## src/hdl/rtyv_pkg.sv

```systemverilog
// Shared types and constants of the RGB to YUV 4:2:0 converter.
// Used by the front end, the queue wiring, the back end and the top level.
`default_nettype none

package rtyv_pkg;

  localparam int CFG_W     = 13;
  localparam int CFG_IDX_W = 1;

  localparam int MAX_HEIGHT = 4096;
  localparam int ROW_W      = 12;
  localparam int ROW_CMP_W  = 14;

  localparam logic [12:0] FRAME_WIDTH_RST  = 13'd640;
  localparam logic [12:0] FRAME_HEIGHT_RST = 13'd480;

  localparam int QUEUE_DEPTH = 4;
  localparam int QPTR_W      = 2;
  localparam int QCNT_W      = 3;

  // BT.601 integer coefficients, all scaled by 1000.
  localparam logic [9:0] Y_R_COEF  = 10'd299;
  localparam logic [9:0] Y_G_COEF  = 10'd587;
  localparam logic [9:0] Y_B_COEF  = 10'd114;
  localparam logic [9:0] CB_R_COEF = 10'd169;
  localparam logic [9:0] CB_G_COEF = 10'd331;
  localparam logic [9:0] C_MAIN_COEF = 10'd500;
  localparam logic [9:0] CR_G_COEF = 10'd419;
  localparam logic [9:0] CR_B_COEF = 10'd81;
  localparam logic [7:0] CHROMA_BIAS = 8'd128;

  // ceil(2^28 / 1000): exact floor division by 1000 for any 18-bit numerator.
  localparam logic [18:0] RECIP_1000  = 19'd268436;
  localparam int          RECIP_SHIFT = 28;

  localparam int SUM_W  = 9;
  localparam int LINE_W = 2 * SUM_W;

  typedef enum logic [CFG_IDX_W-1:0] {
    REG_FRAME_WIDTH  = 1'b0,
    REG_FRAME_HEIGHT = 1'b1
  } cfg_reg_e;

  typedef struct packed {
    logic [7:0] red;
    logic [7:0] green;
    logic [7:0] blue;
  } rgb_t;

  typedef struct packed {
    logic frame_last;
    logic row_odd;
    logic col_odd;
  } pix_tag_t;

endpackage

`default_nettype wire

```

## src/hdl/rtyv_queue.sv

```systemverilog
// Short first-in first-out queue that decouples the front end from the back end.
// Depends on rtyv_pkg for its depth and pointer widths.
`default_nettype none

module rtyv_queue
  import rtyv_pkg::*;
#(
  parameter int DW = 32
) (
  input  wire logic          clk_i,
  input  wire logic          rst_ni,
  input  wire logic          push_i,
  input  wire logic [DW-1:0] push_data_i,
  input  wire logic          pop_i,
  output logic               full_o,
  output logic               valid_o,
  output logic [DW-1:0]      data_o
);

  logic [DW-1:0]     slot_q [QUEUE_DEPTH];
  logic [QPTR_W-1:0] wr_ptr_q, rd_ptr_q;
  logic [QCNT_W-1:0] cnt_q;
  logic              do_push, do_pop;

  assign full_o  = (cnt_q == QCNT_W'(QUEUE_DEPTH));
  assign valid_o = (cnt_q != '0);
  assign data_o  = slot_q[rd_ptr_q];
  assign do_push = push_i && !full_o;
  assign do_pop  = pop_i && valid_o;

  always_ff @(posedge clk_i or negedge rst_ni) begin
    if (!rst_ni) begin
      wr_ptr_q <= '0;
      rd_ptr_q <= '0;
      cnt_q    <= '0;
    end else begin
      if (do_push) wr_ptr_q <= wr_ptr_q + QPTR_W'(1);
      if (do_pop)  rd_ptr_q <= rd_ptr_q + QPTR_W'(1);
      priority if (do_push && !do_pop) begin
        cnt_q <= cnt_q + QCNT_W'(1);
      end else if (do_pop && !do_push) begin
        cnt_q <= cnt_q - QCNT_W'(1);
      end else begin
        cnt_q <= cnt_q;
      end
    end
  end

  always_ff @(posedge clk_i) begin
    if (do_push) slot_q[wr_ptr_q] <= push_data_i;
  end

endmodule

`default_nettype wire

```

## config.mk

```make
export PLATFORM = sky130hd
export DESIGN_NAME = rtyv_queue
export DESIGN_NICKNAME = d
export VERILOG_FILES = /design/src/hdl/rtyv_pkg.sv /design/src/hdl/rtyv_queue.sv
export SDC_FILE = /design/constraint.sdc
export NUM_CORES = 1
export LEC_CHECK = 0
export BUFFER_PORTS_ARGS = -buffer_cell sky130_fd_sc_hd__buf_2
export CORE_MARGIN = 5
export CORE_UTILIZATION = 34
export CTS_CLUSTER_SIZE = 12
export DETAILED_ROUTE_END_ITERATION = 10
export SLEW_MARGIN = 20
export SYNTH_ARGS = -nofsm -noshare
export SYNTH_HDL_FRONTEND = slang
export SYNTH_SLANG_ARGS = --single-unit
```

## constraint.sdc

```tcl
create_clock -name clk_i -period 2.51 [get_ports clk_i]
set_clock_uncertainty 0.15 [all_clocks]
set_input_delay 0.1255 -clock clk_i [delete_from_list [all_inputs] [get_ports clk_i]]
set_output_delay 0.1255 -clock clk_i [all_outputs]
set_load 0.05 [all_outputs]
```

After elaboration in Yosys (flattened, before gate mapping)
Memories as Yosys holds them, arrays and structs flattened.
Index checks and enable logic that the tools add are counted.
- register bits: 7
- bits in latches: 0
- RAM bits: 128
- bits in read-only memories: 0
- bits of input ports: 36
- output and inout port bits: 34
- logic and storage cells: 22
- memories: 1
- add/subtract/negate cells: 4
- multipliers: 0
- divide/modulo/power cells: 0
- order comparisons: 0
- equal/unequal tests: 1
- shifts and indexed selects: 0
- multiplexer cells: 4
- bitwise gates (word level): 0
- reductions and logical operators: 9
- memory list (name ; words ; width ; read ports ; clocked after memory_dff ; write ports ; line ; source):
    slot_q ; 4 ; 32 ; 1 ; 0 ; 1 ; rtyv_queue.sv:20 ; logic [DW-1:0] slot_q [QUEUE_DEPTH];
- operator list (kind ; number):
    2-to-1 mux 3 bit ; 2
    adder 2 x 1 -> 2 bit, second input constant ; 2
    logical AND 1 bit ; 4
    adder 3 x 1 -> 3 bit, second input constant ; 1
    equality test 3 bit, second input constant ; 1
    logical NOT 1 bit ; 3
    nonzero test 3 bit ; 1
    subtractor 3 x 1 -> 3 bit, second input constant ; 1
    2-to-1 mux 1 bit ; 2
    nonzero test 2 bit ; 1

Depth between registers and ports, before layout
- depth in word-level cells: 7
- depth in mapped cells: 9
- depth with buffers taken out: 8

Worst setup path before layout
OpenSTA, ideal clock, no wires.
- path type: reg2reg
- start point: register cnt_q[0]
- end point: register cnt_q[1]
- setup time: 0.125 ns
- data arrival time: 2.159 ns
- data required time: 2.235 ns
- path slack: 0.077 ns
- cell stages (with the launch flop): 8
- path buffers: 1
- clock period less this slack: 2.433 ns
- path through: dfrtp_1 > nor3b_4 > nor2b_1 > buf_6 > ha_1 > inv_1 > fa_1 > mux2_2
- cells in the longest elaborated chain, start to end: 6
- elaborated cells between the ends (all ways): 14
- classes of those cells: add/sub (2); eq/ne (1); mux (2); reduce/logical (9)
- RTL lines (what ; line ; source):
    start: declaration ; rtyv_queue.sv:22 ; logic [QCNT_W-1:0] cnt_q;
    start signal: assignment ; rtyv_queue.sv:40 ; cnt_q <= cnt_q + QCNT_W'(1);
    start signal: assignment ; rtyv_queue.sv:42 ; cnt_q <= cnt_q - QCNT_W'(1);
    start signal: assignment ; rtyv_queue.sv:44 ; cnt_q <= cnt_q;
    equality test 3 bit * ; rtyv_queue.sv:25 ; assign full_o = (cnt_q == QCNT_W'(QUEUE_DEPTH));
    named net full_o ; rtyv_queue.sv:15 ; output logic full_o,
    logical NOT 1 bit * ; rtyv_queue.sv:28 ; assign do_push = push_i && !full_o;
    logical AND 1 bit * ; rtyv_queue.sv:28 ;
    named net do_push ; rtyv_queue.sv:23 ; logic do_push, do_pop;
    logical NOT 1 bit ; rtyv_queue.sv:41 ; end else if (do_pop && !do_push) begin
    logical AND 1 bit ; rtyv_queue.sv:41 ;
    nonzero test 2 bit (no source line) ; - ;
Mark *: on every way through the listed nets, which the timed path passes. The rest lies on a longest branch. The select of a mux whose other input is x is not followed.
A chain may end at the register's enable or synchronous reset.

Final worst setup path
- start point: register cnt_q[0]
- end point: register cnt_q[2]
- cells in the longest elaborated chain, start to end: 6
- elaborated cells between the ends (all ways): 14
- classes of those cells: add/sub (2); eq/ne (1); mux (2); reduce/logical (9)
- RTL lines (what):
    branches (longest 6 deep; another with subtractor 3 x 1 -> 3 bit)
Parallel ways; which one is timed is not known. The select of a mux whose other input is x is not followed.

==> flow_summary_export.csv <==
group,metric,value,unit
route,final_antenna_net_count,0,
floorplanning,coreArea,14600,sq um
timing,fin_setup_tns,0,ns
timing,fin_crit_sh,90.1,%
critical_path,end_kind,"register",
floorplanning,die_h,133,microns
clock_network,clk_pin_slew,0.05,ns
timing,hold_violations,0,
timing,worst_slew_pin_slew,0.352,ns
synth,synth_area_leaders,"edfxtp_1 (75%), mux4_2 (12%), dfrtp_1 (3.4%)",
critical_path,slowest_delay,0.46,ns
cells_and_area,final_cell_mix,"edfxtp_1 (128), buf_2 (69), dlygate4sd3_1 (35), mux4_2 (28), clkbuf_16 (17)",
critical_path,cp.required,2.69,ns
synth,syn_area_per_cell,25.1,sq um
critical_path,cp_cell_sequence,"or3_4 -> nand2_1 -> ha_1 -> inv_1 -> fa_1 -> xor2_1 -> nor2_1 -> xor2_1",
critical_path,critPathArrivalTime,2.44,ns
clock_network,cts_tree,"yes",
critical_path,critPathKind,"reg -> reg",
synth,synthCells,203,
cells_and_area,layout.nets,371,
synth,synth_seq_cells,135,
synth,synth_top_family_by_area,"multiplexers",
place,hpwl,5.51,mm
cells_and_area,post-route-util,45.3,%
global_route,grt_pass1_wl,15.1,mm
clock_network,h-tree-depth,4,
cells_and_area,fin_area,6640,sq um
critical_path,cpMostUsedCell,"xor2_1",
place,portBuffers,69,
clock_network,cts_setup_buffers,0,
route,drt_iter0_drc,121,
global_route,grt.total_usage,11.7,%
route,wirelength,9.29,mm
clock_network,cts_buffer_depth,2,
cells_and_area,diodes,0,
synth,synth_warnings,0,
clock_network,numCtsBuffers,17,
pwr,p_leak,2.36,nW
synth,muxShareOfSynthArea,14.9,%
hold_path,hp-class,"in -> reg",
floorplanning,dieArea,17600,sq um
synth,syn_area,5100,sq um
clock_network,cts_num_sinks,135,
synth,synth_fa_ha_area_share,1.62,%
route,drt_pass1_iterations,4,
synth,ys_seq_area_share,78.8,%
synth,synth_compound_area_share,0,%
synth,yosys.cell_types.count,22,
place,placedInstanceArea,5700,sq um
timing,setup-violations-final,0,
timing,drv_slew,0,
cells_and_area,syn2layout_area_growth,30.1,%
timing,relSlewSlack,76.5,%
route,viasPerCell,4.60,
pwr,max-vdd-ir-drop,0.642,mV
clock_network,clock-root-buffer,"clkbuf_16",
floorplanning,num_rows,44,
cells_and_area,drive_gt1_share,42.5,%
global_route,grt_max_degree,34,
cells_and_area,final_common_cell,"edfxtp_1",
pwr,powerDensity,1350,nW/um^2
floorplanning,chipWidth,133,microns
critical_path,start_kind,"register",
global_route,grt-ovfl-total,0,
synth,yosys.area_share.simple,1.45,%
route,drc,0,
synth,yosysTopAreaCell,"edfxtp_1",
route,post_drt_wl_per_cell,17.8,microns
synth,syn_nets,245,
global_route,antenna_found_initial,0,
timing,min_period,2.26,ns
job,drv_cap,0,
global_route,grt_pass1_vias,2683,
floorplanning,io_pins,70,
critical_path,worstPathMaxFanout,4,
outcome,outcome,"completed",
floorplanning,initial_core_util,34.8,%
place,gp_congestion,0.721,
timing,max_freq,442,MHz
synth,yosysTopAreaCellShare,75.3,%
timing,rsz0062_at_grt,"no",
critical_path,crit_slowest_cell,"dfrtp_1",
route,vias,2407,
synth,synth-xor-area-share,1.03,%
clock_network,worstSkewPairLatency,0.41,ns
## critical path: cells and delay by family (launching register included)
| family | cells | cell delay, ns |
|---|---|---|
| simple gates | 3 | 0.64 |
| fa+ha+maj | 2 | 0.56 |
| flops | 1 | 0.46 |
| xor+xnor | 2 | 0.31 |
| buf+inv | 1 | 0.06 |
## layer usage
layer / track usage, % / part of all wire [%]
met5: 0 / 0
met2: 18.3 / 49
met1: 14.5 / 45
met4: 3.81 / 1.2
met3: 5.13 / 5.2
## logic make-up (layout without fill, tap and decap cells)
family	count (synthesis)	after routing
AND/OR/NAND/NOR	10	10
XOR/XNOR	6	6
buffers and inverters	12	148
multiplexers	34	34
flip-flops	135	135
adder cells (fa/ha/maj)	6	6
## power breakdown
| part | switching [mW] | internal (mW) |
|---|---|---|
| logic | 2.22 | 1.09 |
| clock network | 0.859 | 1.64 |
| registers | 0.141 | 2.99 |
## state kept, by name, summed over array words and instances (netlist names)
signal    count
cnt_q         3
rd_ptr_q      2
slot_q      128
wr_ptr_q      2
## final cells by class
class / count / area [sq um]
Sequential cell: 135 / 4020
Timing Repair Buffer: 116 / 811
Clock inverter: 10 / 156
Clock buffer: 19 / 433
Fill cell: 1275 / 8010
Multi-Input combinational cell: 56 / 976
Inverter: 3 / 11.3
Tap cell: 184 / 230
## Yosys cell counts
cell / number
mux4_1: 4
xnor2_1: 4
nor2_1: 1
mux2_2: 1
xor2_1: 2
buf_12: 3
mux4_2: 28
dfrtp_1: 7
nor2b_1: 1
and2_1: 4
buf_2: 3
or3_4: 1
nand3_1: 1
clkbuf_1: 1
buf_6: 2
nor3b_4: 1
inv_1: 3
nand2_1: 1
mux2_4: 1
edfxtp_1: 128
fa_1: 1
ha_1: 5
## path summary, 6_finish.rpt
check | start | endpoint | slack, ns | cells after the start
max | cnt_q[0] | cnt_q[2] | 0.25 | 8
min | push_i | wr_ptr_q[0] | 0.10 | 4
max reg2reg | cnt_q[0] | cnt_q[2] | 0.25 | 8
min reg2reg | cnt_q[2] | cnt_q[2] | 0.37 | 1
max in group asynchronous | rst_ni | rd_ptr_q[1] | 1.40 | 3
min in group asynchronous | rst_ni | cnt_q[2] | 0.53 | 3
## repair_timing
action                                  4_1_cts  5_1_grt
hold buffers                                 35        0
gates resized for setup                       0        0
endpoints found under the hold margin       137        0
endpoints found under the setup margin        0        0
## per-stage QoR
stage	worst slack (ns)	hold slack, ns	std cells	power, mW
4_1_cts	0.237	0.0902	523	9.11
6_report	0.248	0.101	523	8.94
3_5_place_dp	0.271	-0.174	459	6.54
2_1_floorplan	0.0767	-0.320	203	5.80
5_1_grt	0.130	0.102	523	9.38
3_3_place_gp	0.301	-0.182	459	6.49
Note: power is estimated with default switching activity, not from simulation.
