### config.mk
export PLATFORM = sky130hd
export DESIGN_NAME = rtyv_front
export DESIGN_NICKNAME = d
export VERILOG_FILES = /design/src/hdl/rtyv_pkg.sv /design/src/hdl/rtyv_front.sv
export SDC_FILE = /design/constraint.sdc
export NUM_CORES = 1
export LEC_CHECK = 0
export BUFFER_PORTS_ARGS = -buffer_cell sky130_fd_sc_hd__buf_4
export CAP_MARGIN = 0
export CORE_ASPECT_RATIO = 0.75
export CORE_UTILIZATION = 25
export DETAILED_ROUTE_END_ITERATION = 16
export PLACE_DENSITY = 0.45
export SLEW_MARGIN = 5
export SYNTH_ARGS = -nofsm -noshare
export SYNTH_HDL_FRONTEND = slang
export SYNTH_SLANG_ARGS = --single-unit
### constraint.sdc
create_clock -name clk_i -period 3.25 [get_ports clk_i]
set_input_delay 0.325 -clock clk_i [delete_from_list [all_inputs] [get_ports clk_i]]
set_output_delay 0.325 -clock clk_i [all_outputs]
set_load 0.01 [all_outputs]
### src/hdl/rtyv_pkg.sv
// Shared types and constants of the RGB to YUV 4:2:0 converter.
// Used by the front end, the queue wiring, the back end and the top level.
`default_nettype none

package rtyv_pkg;

  localparam int CFG_W     = 13;
  localparam int CFG_IDX_W = 1;

  localparam int MAX_HEIGHT = 4096;
  localparam int ROW_W      = 12;
  localparam int ROW_CMP_W  = 14;

  localparam logic [12:0] FRAME_WIDTH_RST  = 13'd640;
  localparam logic [12:0] FRAME_HEIGHT_RST = 13'd480;

  localparam int QUEUE_DEPTH = 4;
  localparam int QPTR_W      = 2;
  localparam int QCNT_W      = 3;

  // BT.601 integer coefficients, all scaled by 1000.
  localparam logic [9:0] Y_R_COEF  = 10'd299;
  localparam logic [9:0] Y_G_COEF  = 10'd587;
  localparam logic [9:0] Y_B_COEF  = 10'd114;
  localparam logic [9:0] CB_R_COEF = 10'd169;
  localparam logic [9:0] CB_G_COEF = 10'd331;
  localparam logic [9:0] C_MAIN_COEF = 10'd500;
  localparam logic [9:0] CR_G_COEF = 10'd419;
  localparam logic [9:0] CR_B_COEF = 10'd81;
  localparam logic [7:0] CHROMA_BIAS = 8'd128;

  // ceil(2^28 / 1000): exact floor division by 1000 for any 18-bit numerator.
  localparam logic [18:0] RECIP_1000  = 19'd268436;
  localparam int          RECIP_SHIFT = 28;

  localparam int SUM_W  = 9;
  localparam int LINE_W = 2 * SUM_W;

  typedef enum logic [CFG_IDX_W-1:0] {
    REG_FRAME_WIDTH  = 1'b0,
    REG_FRAME_HEIGHT = 1'b1
  } cfg_reg_e;

  typedef struct packed {
    logic [7:0] red;
    logic [7:0] green;
    logic [7:0] blue;
  } rgb_t;

  typedef struct packed {
    logic frame_last;
    logic row_odd;
    logic col_odd;
  } pix_tag_t;

endpackage

`default_nettype wire

### src/hdl/rtyv_front.sv
// Front end: configuration registers, raster position counters and pixel tagging.
// Depends on rtyv_pkg.
`default_nettype none

module rtyv_front
  import rtyv_pkg::*;
#(
  parameter int MAX_WIDTH = 4096
) (
  input  wire logic                 clk_i,
  input  wire logic                 rst_ni,
  input  wire logic                 cfg_we_i,
  input  wire logic [CFG_IDX_W-1:0] cfg_index_i,
  input  wire logic [CFG_W-1:0]     cfg_data_i,
  input  wire logic                 in_valid_i,
  input  wire logic                 queue_full_i,
  input  wire rgb_t                 pix_i,
  output logic                      push_o,
  output rgb_t                      push_pix_o,
  output pix_tag_t                  push_tag_o,
  output logic [((((MAX_WIDTH + 1) / 2) > 1) ? $clog2((MAX_WIDTH + 1) / 2) : 1)-1:0]
                                    push_idx_o
);

  localparam int PAIR_DEPTH = (MAX_WIDTH + 1) / 2;
  localparam int PAIR_AW    = (PAIR_DEPTH > 1) ? $clog2(PAIR_DEPTH) : 1;
  localparam int COL_W      = $clog2(MAX_WIDTH + 1);
  localparam int CMP_W      = (COL_W + 1 > CFG_W + 1) ? COL_W + 1 : CFG_W + 1;

  logic [CFG_W-1:0]     width_q, height_q;
  logic [COL_W-1:0]     col_q, col_d;
  logic [ROW_W-1:0]     row_q, row_d;
  logic [CMP_W-1:0]     col_nxt;
  logic [ROW_CMP_W-1:0] row_nxt;
  logic                 row_end, frame_last;

  always_ff @(posedge clk_i or negedge rst_ni) begin
    if (!rst_ni) begin
      width_q  <= FRAME_WIDTH_RST;
      height_q <= FRAME_HEIGHT_RST;
    end else if (cfg_we_i) begin
      unique case (cfg_reg_e'(cfg_index_i))
        REG_FRAME_WIDTH:  width_q  <= cfg_data_i;
        REG_FRAME_HEIGHT: height_q <= cfg_data_i;
        default: ;
      endcase
    end
  end

  // A zero size compares like one; an oversize one is capped by the second compare.
  always_comb begin
    col_nxt    = CMP_W'(col_q) + CMP_W'(1);
    row_nxt    = ROW_CMP_W'(row_q) + ROW_CMP_W'(1);
    row_end    = (col_nxt >= CMP_W'(width_q)) || (col_nxt >= CMP_W'(MAX_WIDTH));
    frame_last = row_end && ((row_nxt >= ROW_CMP_W'(height_q)) ||
                             (row_nxt >= ROW_CMP_W'(MAX_HEIGHT)));
    col_d = col_q;
    row_d = row_q;
    if (push_o) begin
      if (row_end) begin
        col_d = '0;
        row_d = frame_last ? '0 : row_nxt[ROW_W-1:0];
      end else begin
        col_d = col_nxt[COL_W-1:0];
      end
    end
  end

  always_ff @(posedge clk_i or negedge rst_ni) begin
    if (!rst_ni) begin
      col_q <= '0;
      row_q <= '0;
    end else begin
      col_q <= col_d;
      row_q <= row_d;
    end
  end

  assign push_o                = in_valid_i && !queue_full_i;
  assign push_pix_o            = pix_i;
  assign push_tag_o.frame_last = frame_last;
  assign push_tag_o.row_odd    = row_q[0];
  assign push_tag_o.col_odd    = col_q[0];
  assign push_idx_o            = col_q[PAIR_AW:1];

endmodule

`default_nettype wire

* After elaboration in Yosys (flattened, before gate mapping)
Cells that the tools add are included.
** Cells by class
- Multiplexer cells :: 2
- Add/sub/neg operators :: 2
- Bitwise gates (word level) :: 1
- Magnitude comparators :: 4
- Reduce and logical (&&, ||, !) cells :: 8
** Operator list (number)
- $add 13x1->14 const B :: 1
- $ge 14x13->1 :: 1
- $ge 14x13->1 const B :: 1
- $add 12x1->13 const B :: 1
- $ge 13x13->1 :: 1
- $ge 13x13->1 const B :: 1
- $mux 13 :: 1
- $mux 12 :: 1
- $reduce_and 2->1 :: 3
- $logic_and 1x1->1 :: 2
- $logic_or 1x1->1 :: 2
- $logic_not 1->1 :: 1
- $not 1->1 :: 1
** Storage, ports and cells
- Input bits :: 43
- Output and inout bits :: 39
- Bits in registers :: 51
- Word-level logic and storage cells :: 21

* Longest topological paths before layout
- Word-level depth :: 5
- Mapped depth :: 14
- Mapped depth without buffers :: 13

* Worst setup path before layout
Ideal clock, no wire load.
- Path kind :: flip-flop to output port
- Start :: register row_q[0]
- End :: output push_tag_o[2] (netlist bit)
- Slack :: -0.073 ns
- Required time :: 2.925 ns
- Buffers on the path :: 2
- Stages on the path, launching flop included :: 15
- Arrival time :: 2.998 ns
- Cells stage by stage :: dfrtp_1 ha_1 nand3_1 or2_2 inv_1 and3_1 xnor2_1 inv_1 ha_1 a211oi_1 o21bai_1 or4_4 buf_2 and2_2 buf_4
** Between the ends
- Word-level cells in the longest chain between the ends :: 4
- Elaborated cells between the ends (all ways) :: 5
- Classes of those cells :: add/sub (1); order compare (2); reduce/logical (2)
** RTL lines
- start: declaration :: RTL line rtyv_front.sv:32 : logic [ROW_W-1:0] row_q, row_d;
- start signal: assignment :: RTL line rtyv_front.sv:75 : row_q <= row_d;
- $add 12x1->13 (*) :: RTL line rtyv_front.sv:53 : row_nxt = ROW_CMP_W'(row_q) + ROW_CMP_W'(1);
- $ge 13x13->1 (on tied branches) :: RTL line rtyv_front.sv:55, rtyv_front.sv:56
- $logic_or 1x1->1 (*) :: RTL line rtyv_front.sv:55 : frame_last = row_end && ((row_nxt >= ROW_CMP_W'(height_q)) ||
- $logic_and 1x1->1 (*) :: RTL line rtyv_front.sv:55
- end: declaration :: RTL line rtyv_front.sv:20 : output pix_tag_t push_tag_o,
Mark *: on every way between the ends. The rest lies on a longest branch, timed or not.

==> results.yml <==
status:
  run_status: "complete, but fails checks"
  violations: "setup timing"
drt:
  drt-met1-wl_um: 5270
  via_count: 2638
  ant_nets: 0
  vias_per_cell: 4.57
  drc: 0
  route.final.wire_length_um: 9300
  wl_met2_um: 3500
  firstDrtPassIters: 4
  met3_length_um: 462
  wl_per_cell_um: 16.1
  top_layer: "met4"
  drt_iter0_drc: 126
clock_network:
  clk_latency_ns: 0.30
  clock-sinks: 51
  cts_hold_buf: 0
  cts_tree: "built"
  numCtsBuffers: 5
  clk_path_buf_depth: 2
  cts_root_buffer: "clkbuf_16"
  htree_levels: 2
  clkTransAtPathRegs_ns: 0.07
cells_and_area:
  register_area_um2: 1280
  multiInputGateArea_um2: 1970
  finalInstanceArea_um2: 4350
  syn_to_final_growth_pct: 25.9
  finish.net_count: 476
  fillers: 1404
  fin_util_pct: 32.9
  antenna_cells: 0
  layout-drive-gt1-share_pct: 39.9
  stdcell_count: 577
power_and_ir_drop:
  comb_power_share_pct: 31.8
  switchingPower_mw: 0.614
  leakage_nw: 2.05
  p_seq_share_pct: 39.4
  p_sw_share_pct: 31.8
  p_int_mw: 1.32
  peakVddDrop_uv: 198
  p_per_area_nw_per_um2: 444
  pwr-share-clk_pct: 28.8
logic_synthesis:
  yosysWarnings: 0
  synth_area_leaders: "dfrtp_1, ha_1, buf_4"
  synth_top_family_by_area: "simple AND/OR/NAND/NOR gates"
  yosysSeqAreaShare_pct: 37.2
  synth_nets: 438
  synthMuxAreaShare_pct: 5.32
  ys.flop_type: "dfrtp_1"
  yosysTopAreaCell: "dfrtp_1"
  netlist-cell-type-count: 50
  postSynthAreaPerCell_um2: 9.41
  synth_common_cells: "dfrtp_1, buf_4, nand2_1"
  synth_fa_ha_area_share_pct: 10.1
  synth_compound_area_share_pct: 13.3
  syn_area_um2: 3450
  ys_seq_elements: 51
  yosys.area.top_type_share_pct: 32.6
  yosys.area_share.simple_pct: 15.3
  synthArstFlopShare_pct: 100
  synth-xor-area-share_pct: 5.32
  synth_edf_count: 0
  synth_most_common_cell: "dfrtp_1"
  syn-instance-count: 367
worst_setup_path:
  crit_arrival_ns: 2.99
  crit_chain: "ha_2 > and4_4 > nand4_4 > xnor2_2 > ha_1 > nand3_2 > nor2_2 > or4_4 > a211o_4 > and2_4 > buf_6"
  crit_buf_inv: 1
  cpMaxStageDelayCell: "or4_4"
  worstPathRequired_ns: 2.92
  crit_family: "simple AND/OR/NAND/NOR gates"
  cp-start-kind: "flip-flop"
  cp_max_fo: 4
  crit_path_end_kind: "primary output"
  path_class: "reg -> out"
  slowest_delay_ns: 0.51
placed_design:
  dp.cells: 553
  place_area_um2: 3820
  pre_cts_ws_ns: -0.0469
  dp_hpwl_um: 6700
  port-buffer-count: 33
  place_congestion: 0.823
global_route:
  track_usage_pct: 13.6
  grt_pass1_vias: 2646
  antenna_found_initial: 0
  grt.overflow.total: 0
  grt_pass1_wl_um: 14700
  grt_max_degree: 52
floorplanning:
  num_rows: 36
  die_y_um: 104
  die-area_um2: 14300
  dieWidth_um: 138
  io_pins: 82
  core_um2: 13200
  initial_utilization_pct: 26.1
hold_path:
  hold_path.class: "in -> async"
sta:
  fin_crit_ns: 3.32
  worstMarginPinSlew_ns: 0.790
  setup_violations: 1
  max_freq_ghz: 0.301
  whs_ns: 0.0580
  finClkSkew_ns: 0.00418
  rsz0062_at_grt: "true"
  slew_violations: 0
  hold_viol: 0
  relSlewSlack_pct: 47.2
  finalCritPeriodShare_pct: 102
  setup_slack_ns: -0.0688
job:
  drv_cap: 0
[metrics by stage]
stage / power [mW] / setup TNS [ns]
after detailed placement: 1.33 / -0.0815
after global placement: 1.31 / -0.0446
final: 1.93 / -0.0688
after floorplan: 1.14 / 0
after CTS: 1.91 / -0.122
after global routing: 2.06 / -0.183
[cells by family (layout without fill, tap and decap cells)]
logic type / Yosys count / after routing
buffers and inverters: 82 / 121
AOI/OAI and AO/OA: 69 / 69
DFF: 51 / 51
adders and majority gates: 28 / 28
xor gates and xnor gates: 21 / 21
and+or+nand+nor: 100 / 100
muxes: 16 / 16
[registers in the layout, summed over array words and instances, names as in the netlist]
name      flops
height_q     13
col_q        13
width_q      13
row_q        12
[layout by cell type (no fill, tap or decap), drive strengths merged, types with 6 or more instances in the layout]
cell type,count
nor2,13
buf,81
dfrtp,45
nand2,37
xor2,7
o211ai,6
nand3,13
a22o,8
clkbuf,7
o21ai,30
dfstp,6
a21oi,8
inv,32
mux2,16
nand4,6
xnor2,14
ha,28
[timing repair]
action,CTS,global route
endpoints found under the setup margin,4,20
pin swaps,19,21
setup buffers,9,7
gates resized for setup,20,26
cloned,0,0
[worst register-to-register path: cells and delay by family, from the launching register on]
| kind | cells | cell delay (ns) |
|---|---|---|
| compound gates | 1 | 0.29 |
| xor+xnor | 1 | 0.16 |
| fa+ha+maj | 2 | 0.50 |
| buf+inv | 2 | 0.33 |
| flops | 1 | 0.41 |
| mux | 1 | 0.18 |
| simple gates | 6 | 1.23 |
[power groups by stage]
stage          Combinational, mW  Clock [mW]  Sequential, mW
2_1_floorplan              0.360           0           0.783
3_3_place_gp               0.538           0           0.771
3_5_place_dp               0.552           0           0.774
4_1_cts                    0.578       0.572           0.760
5_1_grt                    0.694       0.590           0.772
6_report                   0.616       0.556           0.762
[layout make-up]
cell class / instances / share of cell area, %
multi-input cells: 234 / 45.2
clock inverters: 1 / 0.115
clock buffers: 7 / 3.28
inverters: 32 / 2.76
well taps: 171 / 4.92
flip-flops and latches: 51 / 29.5
repair buffers: 81 / 14.2
[metal layers]
metal / track usage, % / vias up
li1: - / 1302
met1: 22.2 / 1270
met2: 17.2 / 53
met3: 3.18 / 13
met4: 2.72 / 0
met5: 0 / -
[final timing paths]
check,start,to,slack [ns],depth (start not counted)
worst min-delay path,rst_ni,row_q[5],0.06,1
worst max-delay path,col_q[1],push_tag_o[2],-0.07,11
min in group clk_i,cfg_data_i[7],width_q[7],0.26,3
max in group asynchronous,rst_ni,width_q[4],2.72,1
worst min register to register,height_q[9],height_q[9],0.51,1
worst max register to register,col_q[1],col_q[0],0.09,13
Note: power is estimated with default switching activity, not from simulation.
